File: src/hdl/mie_pkg.sv
// Shared types, codes and the control program of the modular inverse block.
// Used by the sequencer and the top level; depends on nothing.
`timescale 1ns / 1ps
`default_nettype none

package mie_pkg;

    localparam int DATA_WIDTH_DEF = 32;

    typedef logic [3:0] step_t;
    typedef logic [2:0] cond_t;
    typedef logic [2:0] op_t;

    // Program steps.
    localparam step_t STEP_IDLE   = 4'd0;
    localparam step_t STEP_TEST   = 4'd1;
    localparam step_t STEP_DSTART = 4'd2;
    localparam step_t STEP_DWAIT  = 4'd3;
    localparam step_t STEP_UPDATE = 4'd4;
    localparam step_t STEP_MTEST  = 4'd5;
    localparam step_t STEP_RSTART = 4'd6;
    localparam step_t STEP_RWAIT  = 4'd7;
    localparam step_t STEP_EMIT   = 4'd8;

    // Jump conditions.
    localparam cond_t COND_ALWAYS   = 3'd0;
    localparam cond_t COND_IN_VALID = 3'd1;
    localparam cond_t COND_B_ZERO   = 3'd2;
    localparam cond_t COND_M_ZERO   = 3'd3;
    localparam cond_t COND_DIV_DONE = 3'd4;
    localparam cond_t COND_OUT_FREE = 3'd5;

    // Datapath operations.
    localparam op_t OP_NONE    = 3'd0;
    localparam op_t OP_LOAD    = 3'd1;
    localparam op_t OP_DIV_EUC = 3'd2;
    localparam op_t OP_UPDATE  = 3'd3;
    localparam op_t OP_DIV_RED = 3'd4;
    localparam op_t OP_EMIT    = 3'd5;

    // One control word: when cond holds, op is carried out and the step
    // jumps to target; otherwise the step holds or moves on by one.
    typedef struct packed {
        cond_t cond;
        step_t target;
        logic  hold;
        op_t   op;
    } ucode_t;

    typedef struct packed {
        logic in_valid;
        logic b_zero;
        logic m_zero;
        logic div_done;
        logic out_free;
    } flags_t;

    typedef struct packed {
        logic  idle;
        step_t step;
        op_t   op;
    } seq_ctl_t;

    function automatic ucode_t ucode_rom(input step_t step);
        ucode_t w;
        unique case (step)
            STEP_IDLE:   w = '{COND_IN_VALID, STEP_TEST,   1'b1, OP_LOAD};
            STEP_TEST:   w = '{COND_B_ZERO,   STEP_MTEST,  1'b0, OP_NONE};
            STEP_DSTART: w = '{COND_ALWAYS,   STEP_DWAIT,  1'b0, OP_DIV_EUC};
            STEP_DWAIT:  w = '{COND_DIV_DONE, STEP_UPDATE, 1'b1, OP_NONE};
            STEP_UPDATE: w = '{COND_ALWAYS,   STEP_TEST,   1'b0, OP_UPDATE};
            STEP_MTEST:  w = '{COND_M_ZERO,   STEP_EMIT,   1'b0, OP_NONE};
            STEP_RSTART: w = '{COND_ALWAYS,   STEP_RWAIT,  1'b0, OP_DIV_RED};
            STEP_RWAIT:  w = '{COND_DIV_DONE, STEP_EMIT,   1'b1, OP_NONE};
            STEP_EMIT:   w = '{COND_OUT_FREE, STEP_IDLE,   1'b1, OP_EMIT};
            default:     w = '{COND_ALWAYS,   STEP_IDLE,   1'b0, OP_NONE};
        endcase
        return w;
    endfunction

endpackage

`default_nettype wire

File: src/hdl/mie_div.sv
// Iterative restoring divider, one quotient bit per cycle, which also forms
// the product of the quotient with a side operand by shift and add.
// Depends on nothing beyond its parameter.
`timescale 1ns / 1ps
`default_nettype none

module mie_div #(
    parameter int DATA_WIDTH = 32
) (
    input  wire logic                  clk,
    input  wire logic                  rst_n,
    input  wire logic                  start,
    input  wire logic [DATA_WIDTH-1:0] dividend,
    input  wire logic [DATA_WIDTH-1:0] divisor,
    input  wire logic [DATA_WIDTH-1:0] mult,
    output logic                       done,
    output logic [DATA_WIDTH-1:0]      rem,
    output logic [DATA_WIDTH-1:0]      prod
);

    localparam int CW = $clog2(DATA_WIDTH + 1);

    logic [DATA_WIDTH-1:0] dvd_reg, dvd_next;
    logic [DATA_WIDTH-1:0] rem_reg, rem_next;
    logic [DATA_WIDTH-1:0] dsr_reg, dsr_next;
    logic [DATA_WIDTH-1:0] mul_reg, mul_next;
    logic [DATA_WIDTH-1:0] prod_reg, prod_next;
    logic [CW-1:0]         cnt_reg, cnt_next;
    logic                  busy_reg, busy_next;
    logic                  done_reg, done_next;
    logic [DATA_WIDTH:0]   trial;
    logic [DATA_WIDTH:0]   diff;
    logic                  ge;

    assign trial = {rem_reg, dvd_reg[DATA_WIDTH-1]};
    assign diff  = trial - {1'b0, dsr_reg};
    assign ge    = (trial >= {1'b0, dsr_reg});

    always_comb
    begin
        dvd_next  = dvd_reg;
        rem_next  = rem_reg;
        dsr_next  = dsr_reg;
        mul_next  = mul_reg;
        prod_next = prod_reg;
        cnt_next  = cnt_reg;
        busy_next = busy_reg;
        done_next = 1'b0;
        if (start)
        begin
            dvd_next  = dividend;
            rem_next  = '0;
            dsr_next  = divisor;
            mul_next  = mult;
            prod_next = '0;
            cnt_next  = CW'(DATA_WIDTH);
            busy_next = 1'b1;
        end
        else if (busy_reg)
        begin
            dvd_next  = {dvd_reg[DATA_WIDTH-2:0], 1'b0};
            rem_next  = ge ? diff[DATA_WIDTH-1:0] : trial[DATA_WIDTH-1:0];
            // Quotient bits arrive most significant first, so the product
            // builds up as in a shift-and-add multiplier.
            prod_next = {prod_reg[DATA_WIDTH-2:0], 1'b0} + (ge ? mul_reg : '0);
            cnt_next  = cnt_reg - CW'(1);
            if (cnt_reg == CW'(1))
            begin
                busy_next = 1'b0;
                done_next = 1'b1;
            end
        end
    end

    always_ff @(posedge clk or negedge rst_n)
    begin
        if (!rst_n)
        begin
            cnt_reg  <= '0;
            busy_reg <= 1'b0;
            done_reg <= 1'b0;
        end
        else
        begin
            cnt_reg  <= cnt_next;
            busy_reg <= busy_next;
            done_reg <= done_next;
        end
    end

    always_ff @(posedge clk)
    begin
        dvd_reg  <= dvd_next;
        rem_reg  <= rem_next;
        dsr_reg  <= dsr_next;
        mul_reg  <= mul_next;
        prod_reg <= prod_next;
    end

    assign done = done_reg;
    assign rem  = rem_reg;
    assign prod = prod_reg;

endmodule

`default_nettype wire

File: src/hdl/mie_useq.sv
// Microcode sequencer: step counter, control store lookup and jump logic.
// Depends on mie_pkg for the control word format and the program itself.
`timescale 1ns / 1ps
`default_nettype none

module mie_useq (
    input  wire logic             clk,
    input  wire logic             rst_n,
    input  wire mie_pkg::flags_t  flags,
    output mie_pkg::seq_ctl_t     ctl
);

    import mie_pkg::*;

    step_t  step_reg, step_next;
    ucode_t word;
    logic   cond_ok;

    assign word = ucode_rom(step_reg);

    always_comb
    begin
        unique case (word.cond)
            COND_ALWAYS:   cond_ok = 1'b1;
            COND_IN_VALID: cond_ok = flags.in_valid;
            COND_B_ZERO:   cond_ok = flags.b_zero;
            COND_M_ZERO:   cond_ok = flags.m_zero;
            COND_DIV_DONE: cond_ok = flags.div_done;
            COND_OUT_FREE: cond_ok = flags.out_free;
            default:       cond_ok = 1'b1;
        endcase
    end

    always_comb
    begin
        if (cond_ok)
            step_next = word.target;
        else if (word.hold)
            step_next = step_reg;
        else
            step_next = step_reg + step_t'(1);
    end

    always_ff @(posedge clk or negedge rst_n)
    begin
        if (!rst_n)
            step_reg <= STEP_IDLE;
        else
            step_reg <= step_next;
    end

    assign ctl.idle = (step_reg == STEP_IDLE);
    assign ctl.step = step_reg;
    assign ctl.op   = cond_ok ? word.op : OP_NONE;

endmodule

`default_nettype wire

File: src/hdl/modular_inverse_ext_euclid.sv
// The bit-serial divider serves every Euclid round and, for a nonzero modulus,
// the final reduction, so the time an item takes grows with its R rounds.
// At 32 bits R is at most 46.
// The next item is accepted only once the result of the last one has gone
// into the output register. Reset clears control state only.
// Top level: datapath registers, output register, divider and sequencer.
// Depends on mie_pkg, mie_div and mie_useq.
`timescale 1ns / 1ps
`default_nettype none

module modular_inverse_ext_euclid #(
    parameter int DATA_WIDTH = mie_pkg::DATA_WIDTH_DEF
) (
    input  wire logic                  clk,
    input  wire logic                  rst_n,
    input  wire logic                  in_valid,
    output logic                       in_stall,
    input  wire logic [DATA_WIDTH-1:0] value,
    input  wire logic [DATA_WIDTH-1:0] modulus,
    output logic                       out_valid,
    input  wire logic                  out_stall,
    output logic [DATA_WIDTH-1:0]      inverse,
    output logic [DATA_WIDTH-1:0]      divisor
);

    import mie_pkg::*;

    logic [DATA_WIDTH-1:0] a_reg, b_reg, m_reg, sp_reg, sc_reg;
    logic                  odd_reg;
    logic [DATA_WIDTH-1:0] inverse_reg, divisor_reg;
    logic                  out_valid_reg, out_valid_next;
    logic [DATA_WIDTH-1:0] inv_calc;

    flags_t                flags;
    seq_ctl_t              ctl;

    logic                  div_start;
    logic [DATA_WIDTH-1:0] div_dividend, div_divisor, div_mult;
    logic                  div_done;
    logic [DATA_WIDTH-1:0] div_rem, div_prod;

    assign flags.in_valid = in_valid;
    assign flags.b_zero   = (b_reg == '0);
    assign flags.m_zero   = (m_reg == '0);
    assign flags.div_done = div_done;
    assign flags.out_free = !out_valid_reg || !out_stall;

    mie_useq u_useq (
        .clk   (clk),
        .rst_n (rst_n),
        .flags (flags),
        .ctl   (ctl)
    );

    assign div_start    = (ctl.op == OP_DIV_EUC) || (ctl.op == OP_DIV_RED);
    assign div_dividend = (ctl.op == OP_DIV_RED) ? sp_reg : a_reg;
    assign div_divisor  = (ctl.op == OP_DIV_RED) ? m_reg  : b_reg;
    assign div_mult     = (ctl.op == OP_DIV_RED) ? '0     : sc_reg;

    mie_div #(
        .DATA_WIDTH (DATA_WIDTH)
    ) u_div (
        .clk      (clk),
        .rst_n    (rst_n),
        .start    (div_start),
        .dividend (div_dividend),
        .divisor  (div_divisor),
        .mult     (div_mult),
        .done     (div_done),
        .rem      (div_rem),
        .prod     (div_prod)
    );

    // Only magnitudes of the coefficients are kept; an odd index means the
    // true coefficient is negative, so the reduced value is folded over.
    always_comb
    begin
        if (m_reg == '0)
            inv_calc = '0;
        else if (odd_reg && (div_rem != '0))
            inv_calc = m_reg - div_rem;
        else
            inv_calc = div_rem;
    end

    always_ff @(posedge clk)
    begin
        case (ctl.op)
            OP_LOAD:
            begin
                a_reg   <= value;
                b_reg   <= modulus;
                m_reg   <= modulus;
                sp_reg  <= DATA_WIDTH'(1);
                sc_reg  <= '0;
                odd_reg <= 1'b0;
            end
            OP_UPDATE:
            begin
                sp_reg  <= sc_reg;
                sc_reg  <= sp_reg + div_prod;
                a_reg   <= b_reg;
                b_reg   <= div_rem;
                odd_reg <= !odd_reg;
            end
            OP_EMIT:
            begin
                inverse_reg <= inv_calc;
                divisor_reg <= a_reg;
            end
            default:
            begin
            end
        endcase
    end

    always_comb
    begin
        if (ctl.op == OP_EMIT)
            out_valid_next = 1'b1;
        else if (!out_stall)
            out_valid_next = 1'b0;
        else
            out_valid_next = out_valid_reg;
    end

    always_ff @(posedge clk or negedge rst_n)
    begin
        if (!rst_n)
            out_valid_reg <= 1'b0;
        else
            out_valid_reg <= out_valid_next;
    end

    assign in_stall  = !ctl.idle;
    assign out_valid = out_valid_reg;
    assign inverse   = inverse_reg;
    assign divisor   = divisor_reg;

`ifndef ASSERT_OFF
    a_load_init: assert property (@(posedge clk) disable iff (!rst_n)
        (ctl.op == OP_LOAD) |=> (sp_reg == DATA_WIDTH'(1)) && (sc_reg == '0) && !odd_reg)
        else $error("coefficients not initialised after an item was taken");

    a_done_in_wait: assert property (@(posedge clk) disable iff (!rst_n)
        div_done |-> (ctl.step == STEP_DWAIT) || (ctl.step == STEP_RWAIT))
        else $error("divider finished outside a wait step");

    a_emit_valid: assert property (@(posedge clk) disable iff (!rst_n)
        (ctl.op == OP_EMIT) |=> out_valid_reg)
        else $error("result written without raising out_valid");

    a_inv_range: assert property (@(posedge clk) disable iff (!rst_n)
        $past(ctl.op == OP_EMIT) |-> (m_reg == '0) || (inverse_reg < m_reg))
        else $error("inverse not reduced below the modulus");
`endif

endmodule

`default_nettype wire

File: config.mk
export PLATFORM = sky130hd
export DESIGN_NAME = modular_inverse_ext_euclid
export DESIGN_NICKNAME = d
export VERILOG_FILES = /design/src/hdl/mie_pkg.sv /design/src/hdl/mie_div.sv /design/src/hdl/mie_useq.sv /design/src/hdl/modular_inverse_ext_euclid.sv
export SDC_FILE = /design/constraint.sdc
export NUM_CORES = 1
export LEC_CHECK = 0
export ABC_AREA = 1
export BUFFER_PORTS_ARGS = -buffer_cell sky130_fd_sc_hd__buf_2
export CELL_PAD_IN_SITES_DETAIL_PLACEMENT = 0
export CELL_PAD_IN_SITES_GLOBAL_PLACEMENT = 1
export CORE_UTILIZATION = 30
export CTS_CLUSTER_DIAMETER = 50
export DETAILED_ROUTE_END_ITERATION = 6
export GPL_TIMING_DRIVEN = 0
export PLACE_DENSITY_LB_ADDON = 0.1
export SLEW_MARGIN = 20
export SYNTH_ARGS = -nofsm -noshare
export SYNTH_HDL_FRONTEND = slang
export SYNTH_SLANG_ARGS = --single-unit
File: constraint.sdc
create_clock -name clk -period 4.61 [get_ports clk]
set_input_delay 0.922 -clock clk [delete_from_list [all_inputs] [get_ports clk]]
set_output_delay 0.922 -clock clk [all_outputs]
set_load 0.01 [all_outputs]
# Word-level counts from Yosys, hierarchy flattened
# Memories as Yosys holds them, arrays and structs flattened.
# Cells that the tools add are included.
[word_totals] regBits=398 rom_bits=176 input_bits=68 wordCells=78 mem_count=1
[memory_table] memory="(name not given)" words=16 word_bits=11 rd=1 rd_clocked_by_memory_dff=0 write_ports=0 line_no="mie_pkg.sv:66" text="unique case (step)"
[classes] add_sub_neg=6 n_lt_le_gt_ge=1 n_eq_ne=13 n_mux=26 reduce_logical=13
[ops] cell="case mux 32 bit (2 select lines)" count=4
[ops] cell="2-to-1 mux 32 bit" count=7
[ops] cell="adder 32 bit" count=2
[ops] cell="zero test 32 bit" count=2
[ops] cell="subtractor 32 bit" count=2
[ops] cell="greater-or-equal comparator 33 x 32 -> 1 bit" count=1
[ops] cell="nonzero test 32 bit" count=1
[ops] cell="== test 3 x 2 -> 1 bit (second input constant)" count=4
[ops] cell="== test 3 bit (second input constant)" count=4
[ops] cell="2-to-1 mux 6 bit" count=2
[ops] cell="2-to-1 mux 1 bit" count=8
[ops] cell="2-to-1 mux 4 bit" count=2
[ops] cell="== test 3 x 1 -> 1 bit (second input constant)" count=2
[ops] cell="== test 6 x 1 -> 1 bit (second input constant)" count=1
[ops] cell="subtractor 6 x 1 -> 6 bit (second input constant)" count=1
[ops] cell="case mux 1 bit (5 select lines)" count=1
[ops] cell="adder 4 x 1 -> 4 bit (second input constant)" count=1
[ops] cell="zero test 1 bit" count=4
[ops] cell="zero test 4 bit" count=1
[ops] cell="nonzero test 2 bit" count=2
[ops] cell="2-to-1 mux 3 bit" count=1
[ops] cell="logical OR 1 bit" count=2
[ops] cell="inequality test 2 x 1 -> 1 bit (second input constant)" count=1
[ops] cell="inequality test 2 bit (second input constant)" count=1
[ops] cell="other kinds (2)" count=2

# Longest topological paths before layout
[depth] word_depth=7 mapped_depth=29 depth_no_buf=27

# Modules after synthesis
# Synthesis repeated with hierarchy kept, for this count alone.
[unflattened] hier_cells=3265 area_unflattened_um2=24940.2
[modules_own_cells] mod="modular_inverse_ext_euclid" instances=1 cells_each=1817 area_each_um2=14057.2 seq_area_each_um2=6781.5
[modules_own_cells] mod="mie_div" instances=1 cells_each=1356 area_each_um2=10298.6 seq_area_each_um2=4364.2
[modules_own_cells] mod="mie_useq" instances=1 cells_each=92 area_each_um2=584.3 seq_area_each_um2=100.1

# Worst setup path before layout
# No wires, ideal clock.
[synth_timing] kind="register to register" startpoint="register u_useq.step_reg[0]" endpoint="register divisor_reg[0], in the netlist divisor[0], enable pin" arrival_time_ns=4.419 slack_ns=-0.295 stages_incl_launch_ff=13 synth_period_minus_slack_ns=4.905 path_cell_list="dfrtp_1 ha_1 ha_1 or2_1 nand2_1 nand2_1 nand3_1 nand2_1 nand2_2 nand2_4 nor2_2 nand2_1 nor2_1"
[synth_via] elab_chain_cells=5 word_cells_on_any_way=9 classes_between="6 x eq/ne; 2 x mux; 1 x memory"
[synth_lines] element="start: declaration" line_no="mie_useq.sv:15" text="step_t step_reg, step_next;"
[synth_lines] element="start signal: assignment" line_no="mie_useq.sv:49" text="step_reg <= step_next;"
[synth_lines] element="memory read (16 x 11 bit) *"
[synth_lines] element="== test 3 bit (tied with other cells)" line_no="mie_useq.sv:23" text="unique case (word.cond)"
[synth_lines] element="case mux 1 bit (5 select lines)" line_no="mie_useq.sv:23"
[synth_lines] element="2-to-1 mux 3 bit *" line_no="mie_useq.sv:54" text="assign ctl.op = cond_ok ? word.op : OP_NONE;"
[synth_lines] element="== test 3 bit *" line_no="modular_inverse_ext_euclid.sv:88" text="case (ctl.op)"
[synth_lines] element="end signal: assignment" line_no="modular_inverse_ext_euclid.sv:109" text="divisor_reg <= a_reg;"
[synth_lines] element="end: declaration" line_no="modular_inverse_ext_euclid.sv:30" text="logic [DATA_WIDTH-1:0] inverse_reg, divisor_reg;"
# Mark *: on every way between the ends. The rest lies on a longest branch, timed or not.
# A chain may end at the register's enable or synchronous reset.

# Worst setup path in the final report
[layout_timing] startpoint="register u_div.rem_reg[23], in the netlist u_div.rem[23]" endpoint="register u_div.prod_reg[27], in the netlist u_div.prod[27]"
[layout_via] elab_chain_cells=3
[layout_lines] element="start: declaration" line_no="mie_div.sv:24" text="logic [DATA_WIDTH-1:0] rem_reg, rem_next;"
[layout_lines] element="start signal: assignment" line_no="mie_div.sv:94" text="rem_reg <= rem_next;"
[layout_lines] element="greater-or-equal comparator 33 x 32 -> 1 bit" line_no="mie_div.sv:37" text="assign ge = (trial >= {1'b0, dsr_reg});"
[layout_lines] element="2-to-1 mux 32 bit" line_no="mie_div.sv:65" text="prod_next = {prod_reg[DATA_WIDTH-2:0], 1'b0} + (ge ? mul_reg : '0);"
[layout_lines] element="adder 32 bit" line_no="mie_div.sv:65"
[layout_lines] element="end signal: assignment" line_no="mie_div.sv:97" text="prod_reg <= prod_next;"
[layout_lines] element="end: declaration" line_no="mie_div.sv:27" text="logic [DATA_WIDTH-1:0] prod_reg, prod_next;"
# Every way passes these cells.

==> impl_metrics.csv <==
group,metric,value,unit
timing,relSlewSlack,17.7,%
die,fp.dieArea,82400,sq um
placement,place.detailed.hpwl,74.4,mm
setup_path,crit_path_max_fanout,19,
setup_path,rrSetupSlack,300,ps
clocking,htreeDepth,3,
job,maxCapViolCount,0,
layout,layout-drive-gt1-share,11.1,%
timing,rsz0062_at_grt,"no",
layout,fin_util,36.3,%
clocking,cts_num_sinks,398,
route,via_per_inst,4.78,
worst_hold_path,worstHoldPathType,"input port to async pin",
setup_path,worstReg2RegStart,"u_div.rem[23]",
global_route,grt_use_met2,40.3,%
synthesis,async_reset_ff_share,3.27,%
setup_path,crit_path_frequent_cell,"nand2_1",
synthesis,synth_area,24400,sq um
global_route,grt_max_degree,48,
timing,tns,0,ps
synthesis,synth_edf_count,321,
timing,worst_pin_slew,1220,ps
route,wl,92.6,mm
synthesis,syn_inst,3094,
global_route,antenna_found_initial,3,
die,die_h,287,um
placement,portBuffers,133,
route,avgRoutedWirePerCell,20.9,um
synthesis,ys_top_cells_by_count,"nand2_1 (904), inv_1 (423), edfxtp_1 (321)",
setup_path,path_delay_family,"simple AND/OR/NAND/NOR gates",
global_route,met3_usage,2.62,%
setup_path,reg2regPathDepth,24,
timing,setup_viol,0,
setup_path,worstSetupPathType,"flop to flop",
setup_path,worst_ep_required_time,5090,ps
route,dr.pass1.iters,5,
setup_path,max_stage_delay,420,ps
setup_path,cp-end-kind,"flop",
synthesis,yosysSeqAreaShare,46.1,%
die,initial_utilization,30.3,%
layout,area_growth,19.6,%
setup_path,crit_path_top_delay_cell,"fa_1",
synthesis,synth_area_leaders,"edfxtp_1 (40%), nand2_1 (14%), ha_1 (6.8%)",
global_route,grt_usage,22.4,%
synthesis,syn_area_per_cell,7.88,sq um
synthesis,synth_flop_cell,"edfxtp_1",
synthesis,synthesis.nets,3298,
route,drc,0,
run_status,status,"finished, final reports clean",
global_route,grt_pass1_wl,136,mm
layout,fin_nets,3517,
global_route,gr-max-usage-layer,"met2",
global_route,grt_pass1_vias,22000,
clocking,cts_tree,"yes",
global_route,overflow,0,
global_route,met1_usage,26.9,%
setup_path,startpoint_type,"flop",
setup_path,crit_buf_inv,3,
setup_path,critPathArrivalTime,4790,ps
timing,post-route-period-util,93.5,%
synthesis,yosysTopAreaCell,"edfxtp_1",
setup_path,rr_endpoint,"u_div.prod[27]",
route,dr_total_vias,21200,
synthesis,yosys_warnings,0,
die,row_count,104,
synthesis,yosysMostFrequentCell,"nand2_1",
setup_path,worstPathCellList,"ha_1 -> a21oi_2 -> and2_1 -> nand2_1 -> nand2_1 -> nand2_1 -> nor2_1 -> nand2_4 -> clkinv_8 -> buf_4 -> nor2_1 -> ha_1 -> fa_1 -> nand3_1 -> nand2_1 -> a21oi_4 -> inv_1 -> nand2_1 -> nand2_1 -> nand4_1 -> nand2_1 -> or2_2 -> nand3_1 -> nand2_1",
die,ios,134,
synthesis,synth.distinct_cells,50,
clocking,cts-buffers-inserted,74,
placement,gp_congestion,0.934,
clocking,cts_root_buf,"clkbuf_16",
route,ant_nets,0,
clocking,clk_pin_slew,60,ps
clocking,cts_max_path_buffers,3,
clocking,insertion_delay,610,ps
synthesis,synth_seq_cells,398,
route,drt_iter0_drc,1228,
timing,period_minus_slack,4310,ps
timing,finalHoldViolCount,0,
die,die_w,287,um
die,design.core.area,80400,sq um
timing,fin_skew,27.0,ps
timing,fmax,232,MHz
synthesis,synth_top_cell_area_share,39.5,%
timing,slew_viol_final,0,
## logic make-up after synthesis
family | count (synthesis) | synth area share, %
buffers and inverters | 508 | 8.23
adder cells (fa/ha/maj) | 136 | 7.10
flip-flops | 398 | 46.1
XOR/XNOR | 74 | 2.66
AND/OR/NAND/NOR | 1458 | 24.3
AO/OA/AOI/OAI | 520 | 11.5
## layer usage
layer	part of all wire, %	up-vias	routed length (um)
met2	50	412	46400
met1	43	10000	39800
met3	2.9	150	2690
met4	4.0	0	3740
li1	-	10600	-
met5	0	-	0
## how the worst max path moves through the flow
stage,startpoint,to,cells past startpoint
after floorplan,u_useq.step_reg[0],a_reg[0],13
after global placement,m_reg[31],b_reg[25],12
after detailed placement,u_div.rem[23],u_div.prod[30],22
after CTS,u_div.rem[23],u_div.prod[21],23
after global routing,u_div.rem[19],u_div.prod[22],20
final,u_div.rem[23],u_div.prod[27],24
## worst register-to-register path, delay by kind of cell, from the launching register on
kind	cells	cell delay (ps)
AOI/OAI and AO/OA	2	500
adders and majority gates	3	1020
buffers and inverters	3	460
DFF	1	360
and+or+nand+nor	16	1850
## layout make-up
type,count,area [sq um]
fill,8528,51300
sequential,398,11300
multi-input combinational,2188,11200
clock buffer,84,1970
inverter,431,1640
tap,1060,1330
timing repair buffer,144,903
clock inverter,52,463
buffer,76,387
antenna,1,2.50
## through the flow
| step | worst slack (ps) | hold slack (ps) | cells | cell area (sq um) |
|---|---|---|---|---|
| finish | 301 | 235 | 4434 | 29200 |
| global route | 27.9 | 237 | 4433 | 29200 |
| CTS | 19.1 | 214 | 4433 | 29100 |
| detailed placement | -980 | 445 | 4297 | 26600 |
| global placement | -1320 | 443 | 4287 | 26400 |
| floorplan | 537 | 426 | 3094 | 24400 |
## placed cells by master (no fill, tap or decap), drive strengths merged, types with 5 or more instances in the layout
| cell type | instances |
|---|---|
| nor3 | 26 |
| ha | 132 |
| nand3b | 7 |
| nand3 | 140 |
| o21bai | 22 |
| inv | 440 |
| bufinv | 5 |
| a21oi | 187 |
| o211ai | 11 |
| o21ai | 252 |
| clkinvlp | 8 |
| clkinv | 30 |
| nand4 | 27 |
| a21boi | 6 |
| or2 | 13 |
| edfxtp | 321 |
| buf | 189 |
| a21o | 17 |
| xor2 | 32 |
| dfrtp | 13 |
| nor2 | 319 |
| xnor2 | 42 |
| clkbuf | 115 |
| nand2 | 909 |
| dfxtp | 64 |
| o21a | 10 |
| nor4 | 13 |
| a31oi | 10 |
## what timing repair did
action | 4_1_cts | 5_1_grt
pin swaps | 0 | 2
resized for setup | 19 | 21
setup endpoints to repair | 24 | 15
hold buffers | 0 | 0
buffers inserted | 0 | 1
Power is not shown: default switching activity piles up to over one toggle a cycle in this logic, so the estimate is an artifact.
